File: src/sv/p2sca_ram.sv
// ----------------------------------------------------------------------------
// p2sca_ram: generic single-port-write, single-port-read RAM
// One write and one read per cycle; read data registered.
// ----------------------------------------------------------------------------
module p2sca_ram #(
   parameter int WIDTH = 8,
   parameter int DEPTH = 16
) (
   input  logic                     clock,
   input  logic                     wr_en,
   input  logic [$clog2(DEPTH)-1:0] wr_addr,
   input  logic [WIDTH-1:0]         wr_data,
   input  logic [$clog2(DEPTH)-1:0] rd_addr,
   output logic [WIDTH-1:0]         rd_data
);

   logic [WIDTH-1:0] mem [DEPTH];

   always_ff @(posedge clock) begin
      if (wr_en) begin
         mem[wr_addr] <= wr_data;
      end
      rd_data <= mem[rd_addr];
   end

endmodule

File: config.mk
export PLATFORM = sky130hd
export DESIGN_NAME = p2sca_ram
export DESIGN_NICKNAME = d
export VERILOG_FILES = /design/src/sv/p2sca_ram.sv
export SDC_FILE = /design/constraint.sdc
export NUM_CORES = 1
export LEC_CHECK = 0
export BUFFER_PORTS_ARGS = -buffer_cell sky130_fd_sc_hd__buf_2
export CAP_MARGIN = 5
export CORE_UTILIZATION = 60
export DETAILED_ROUTE_END_ITERATION = 16
export GPL_TIMING_DRIVEN = 0
export MAX_ROUTING_LAYER = met4
export PLACE_DENSITY = 0.82
export SKIP_CTS_REPAIR_TIMING = 1
export SYNTH_ARGS = -nofsm -noshare
export SYNTH_HDL_FRONTEND = slang
export SYNTH_SLANG_ARGS = --single-unit
export TNS_END_PERCENT = 100
File: constraint.sdc
create_clock -name clock -period 2 [get_ports clock]
set_input_delay 0.2 -clock clock [delete_from_list [all_inputs] [get_ports clock]]
set_output_delay 0.2 -clock clock [all_outputs]
set_load 0.01 [all_outputs]
# Word-level counts from Yosys, hierarchy flattened
# Memories as Yosys holds them, arrays and structs flattened. A register that Yosys moved wholly into a read port is not among the register bits.
# Cells that the tools add are included.
# totals
ff_bits,0
latchBits,0
mem_bits_rw,128
rom_bits,0
inputBits,18
out_inout_bits,8
wordCells,3
mem_count,1
# classes
n_addsub,0
n_mul,0
div,0
magnitude_cmp,0
eq_ne,0
shifts,0
n_mux,2
bitwise_logic,0
reduce_logical,0
# mem_list
name,depth,width,rd,rd_clocked_by_memory_dff,write_ports,line,text
mem,16,8,1,1,1,17,logic [WIDTH-1:0] mem [DEPTH];
# op_table
operator,n
2-to-1 mux 1 bit,2

# Logic depth before layout (Yosys ltp)
# depth
word_depth,2
depth_mapped,5
ltp_nobuf,3

# Least setup slack after synthesis
# OpenSTA, ideal clock, no wires.
# synth_path
path_type,input to register
startpoint,input wr_addr[2]
endpoint,memory mem[0][0] (enable)
setup_ps,383
arrival_time_ps,1310
required_time_ps,1617
setup_slack_ps,307
path_stages,2
n_path_buf,0
path_cell_list,or3b_2 -> nor3_1
# synth_lines
item,line,text
"start, declared",11,"input logic [$clog2(DEPTH)-1:0] wr_addr,"
"end, declared",17,
# Straight into the memory's write port.

# Final worst setup path
# layout_path
startpoint,input wr_addr[2]
endpoint,memory mem[0][4] (enable)
# Straight into the memory's write port.

==> results.sh <==
export IMPL_status="completed"
export IMPL_overflow=0
export IMPL_use_met2_pct=38.25
export IMPL_cts_sinks=136
export IMPL_fin_setup_tns_ps=0
export IMPL_hold_path_class="primary input to flop"
export IMPL_cp_data_arrival_time_ps=1860
export IMPL_port_buffers=24
export IMPL_io_pins=26
export IMPL_whs_endpoint="mem[2][6]"
export IMPL_firstDrtPassIters=5
export IMPL_timing_final_hold_violations=0
export IMPL_clock_skew_ps=5.545
export IMPL_r2r_start="mem[7][4]"
export IMPL_use_met1_pct=35.96
export IMPL_syn_area_per_cell_um2=22.48
export IMPL_antenna_found_initial=0
export IMPL_yosysSeqAreaShare_pct=77.78
export IMPL_p_per_area_nw_per_um2=1076
export IMPL_rsz0062_at_grt="no"
export IMPL_final_cell_mix="edfxtp_1 (128), buf_2 (27), mux4_2 (18)"
export IMPL_r2r_slack_ps=550
export IMPL_die_w_um=94.63
export IMPL_critPathLaunchType="primary input"
export IMPL_finalCriticalPeriod_ps=1728
export IMPL_reg2regPathDepth=3
export IMPL_place_area_um2=5399
export IMPL_dieArea_um2=8954
export IMPL_leakage_nw=2.008
export IMPL_fin_crit_sh_pct=86.38
export IMPL_clock_latency_ps=520
export IMPL_top_usage_layer="met2"
export IMPL_fin_util_pct=72.17
export IMPL_cts_tree="yes"
export IMPL_dp_cells=358
export IMPL_num_antenna_cells=0
export IMPL_syn_to_final_growth_pct=15.78
export IMPL_place_gp_congestion=0.7094
export IMPL_die_h_um=94.63
export IMPL_syn_num_nets=247
export IMPL_cts_clk_slew_worst_paths_ps=60
export IMPL_postSynthCellCount=229
export IMPL_routed_via_count=2523
export IMPL_clockRootBuffer="clkbuf_8"
export IMPL_routed_wl_um=10140
export IMPL_worst_slew_pin_slew_ps=1338
export IMPL_end_kind="flop"
export IMPL_grt_max_degree=17
export IMPL_cp_max_fo=8
export IMPL_ys_warn_count=0
export IMPL_whs_path_depth=1
export IMPL_start_util_pct=62.33
export IMPL_post_dp_hpwl_um=5846
export IMPL_clockBufferDepth=2
export IMPL_critical_path_class="primary input to flop"
export IMPL_maxCapViolCount=0
export IMPL_worstHoldStart="wr_data[6]"
export IMPL_register_area_um2=4004
export IMPL_cts_made_buffers=17
export IMPL_setup_viol_count_final=0
export IMPL_antenna_left=0
export IMPL_worst_ep_required_time_ps=2130
export IMPL_final_cell_count_no_fill=390
export IMPL_r2r_end="rd_data[4]"
export IMPL_max_freq_mhz=578.9
export IMPL_drive_above_1_share_pct=29.47
export IMPL_fin_nets=290
export IMPL_drc_errors=0
export IMPL_syn_cell_area_um2=5147
export IMPL_rows=33
export IMPL_grt_usage_pct=25.96
export IMPL_multi_input_area_um2=1057
export IMPL_wire_per_inst_um=26.00
export IMPL_drt_iter0_drc=381
export IMPL_slew_headroom_pct=10.13
export IMPL_ir_worst_vdd_uv=750.0
export IMPL_final_common_cell="edfxtp_1"
export IMPL_stdcell_area_um2=5959
export IMPL_drv_slew=0
export IMPL_viasPerCell=6.469
export IMPL_yosysUniqueCellTypes=19
export IMPL_met3_usage_pct=6.522
export IMPL_fillers=472
export IMPL_core_um2=8258
export IMPL_grt_pass1_wl_um=14690
export IMPL_holdWs_ps=82.89
export IMPL_first_global_vias=2320
export IMPL_htreeDepth=4
export IMPL_ys_seq_elements=136
## state kept, by name, summed over array words and instances (netlist names)
register	cells
rd_data	8
mem	128
## metrics by stage
stage          power [mW]  worst slack (ps)
2_1_floorplan       3.430             307.1
3_3_place_gp        3.549            -170.5
3_5_place_dp        3.566            -233.4
4_1_cts             6.427             289.6
5_1_grt             6.585             228.6
6_report            6.412             272.4
## final cells by class
type,instances,area share [%]
Clock inverter,14,2.225
Buffer,10,1.449
Timing Repair Buffer,24,2.016
Clock buffer,18,7.180
Sequential cell,136,67.18
Multi-Input combinational cell,83,17.74
Tap cell,105,2.204
## how the worst max path moves through the flow
stage | from | endpoint | slack, ps | cells past startpoint
6_report | wr_addr[2] | mem[0][4] | 270 | 3
2_1_floorplan | wr_addr[2] | mem[0][0] | 310 | 2
5_1_grt | wr_addr[2] | mem[0][4] | 230 | 3
3_3_place_gp | wr_addr[2] | mem[0][0] | -170 | 3
4_1_cts | wr_addr[2] | mem[0][2] | 290 | 3
3_5_place_dp | wr_addr[2] | mem[0][7] | -230 | 3
## kinds of logic (layout without fill, tap and decap cells)
| group | Yosys count | in the layout | share of synthesized area, % |
|---|---|---|---|
| DFF | 136 | 136 | 77.78 |
| and+or+nand+nor | 35 | 35 | 3.184 |
| muxes | 32 | 32 | 15.02 |
| AOI/OAI and AO/OA | 16 | 16 | 2.334 |
| buffers and inverters | 10 | 66 | 1.677 |
## worst max-delay path: stages
cell    delay [ps]
buf_2          120
or3b_2         540
nor3_1        1000
## routing by layer
layer / wire, µm / part of all wire (%) / vias up
met1: 3993 / 39 / 1271
li1: - / - / 1064
met3: 967 / 9.5 / 24
met4: 221 / 2.2 / 0
met5: 0 / 0 / -
met2: 4958 / 49 / 164
## cells in the mapped netlist
cell type        count  area share [%]
a22oi_1             16             2.3
and2_1               1            0.12
and2b_1              1            0.15
buf_2                3            0.29
buf_4                1            0.15
buf_6                3            0.66
clkdlybuf4s25_2      3            0.58
dfxtp_1              8             3.1
edfxtp_1           128              75
mux4_1              14             7.1
mux4_2              18             7.9
nand2_1              9            0.66
nand2b_1             2            0.24
nand3_1              1           0.097
nand3b_1             2            0.29
nor2_1              13            0.95
nor2b_1              1            0.12
nor3_1               4            0.39
or3b_2               1            0.17
## power by group
part           internal, mW  switching (mW)  leakage (nW)
registers              3.19          0.0176          1.22
logic                 0.127           0.186         0.515
clock network          1.78            1.11         0.270
(Power assumes the default switching activity.)
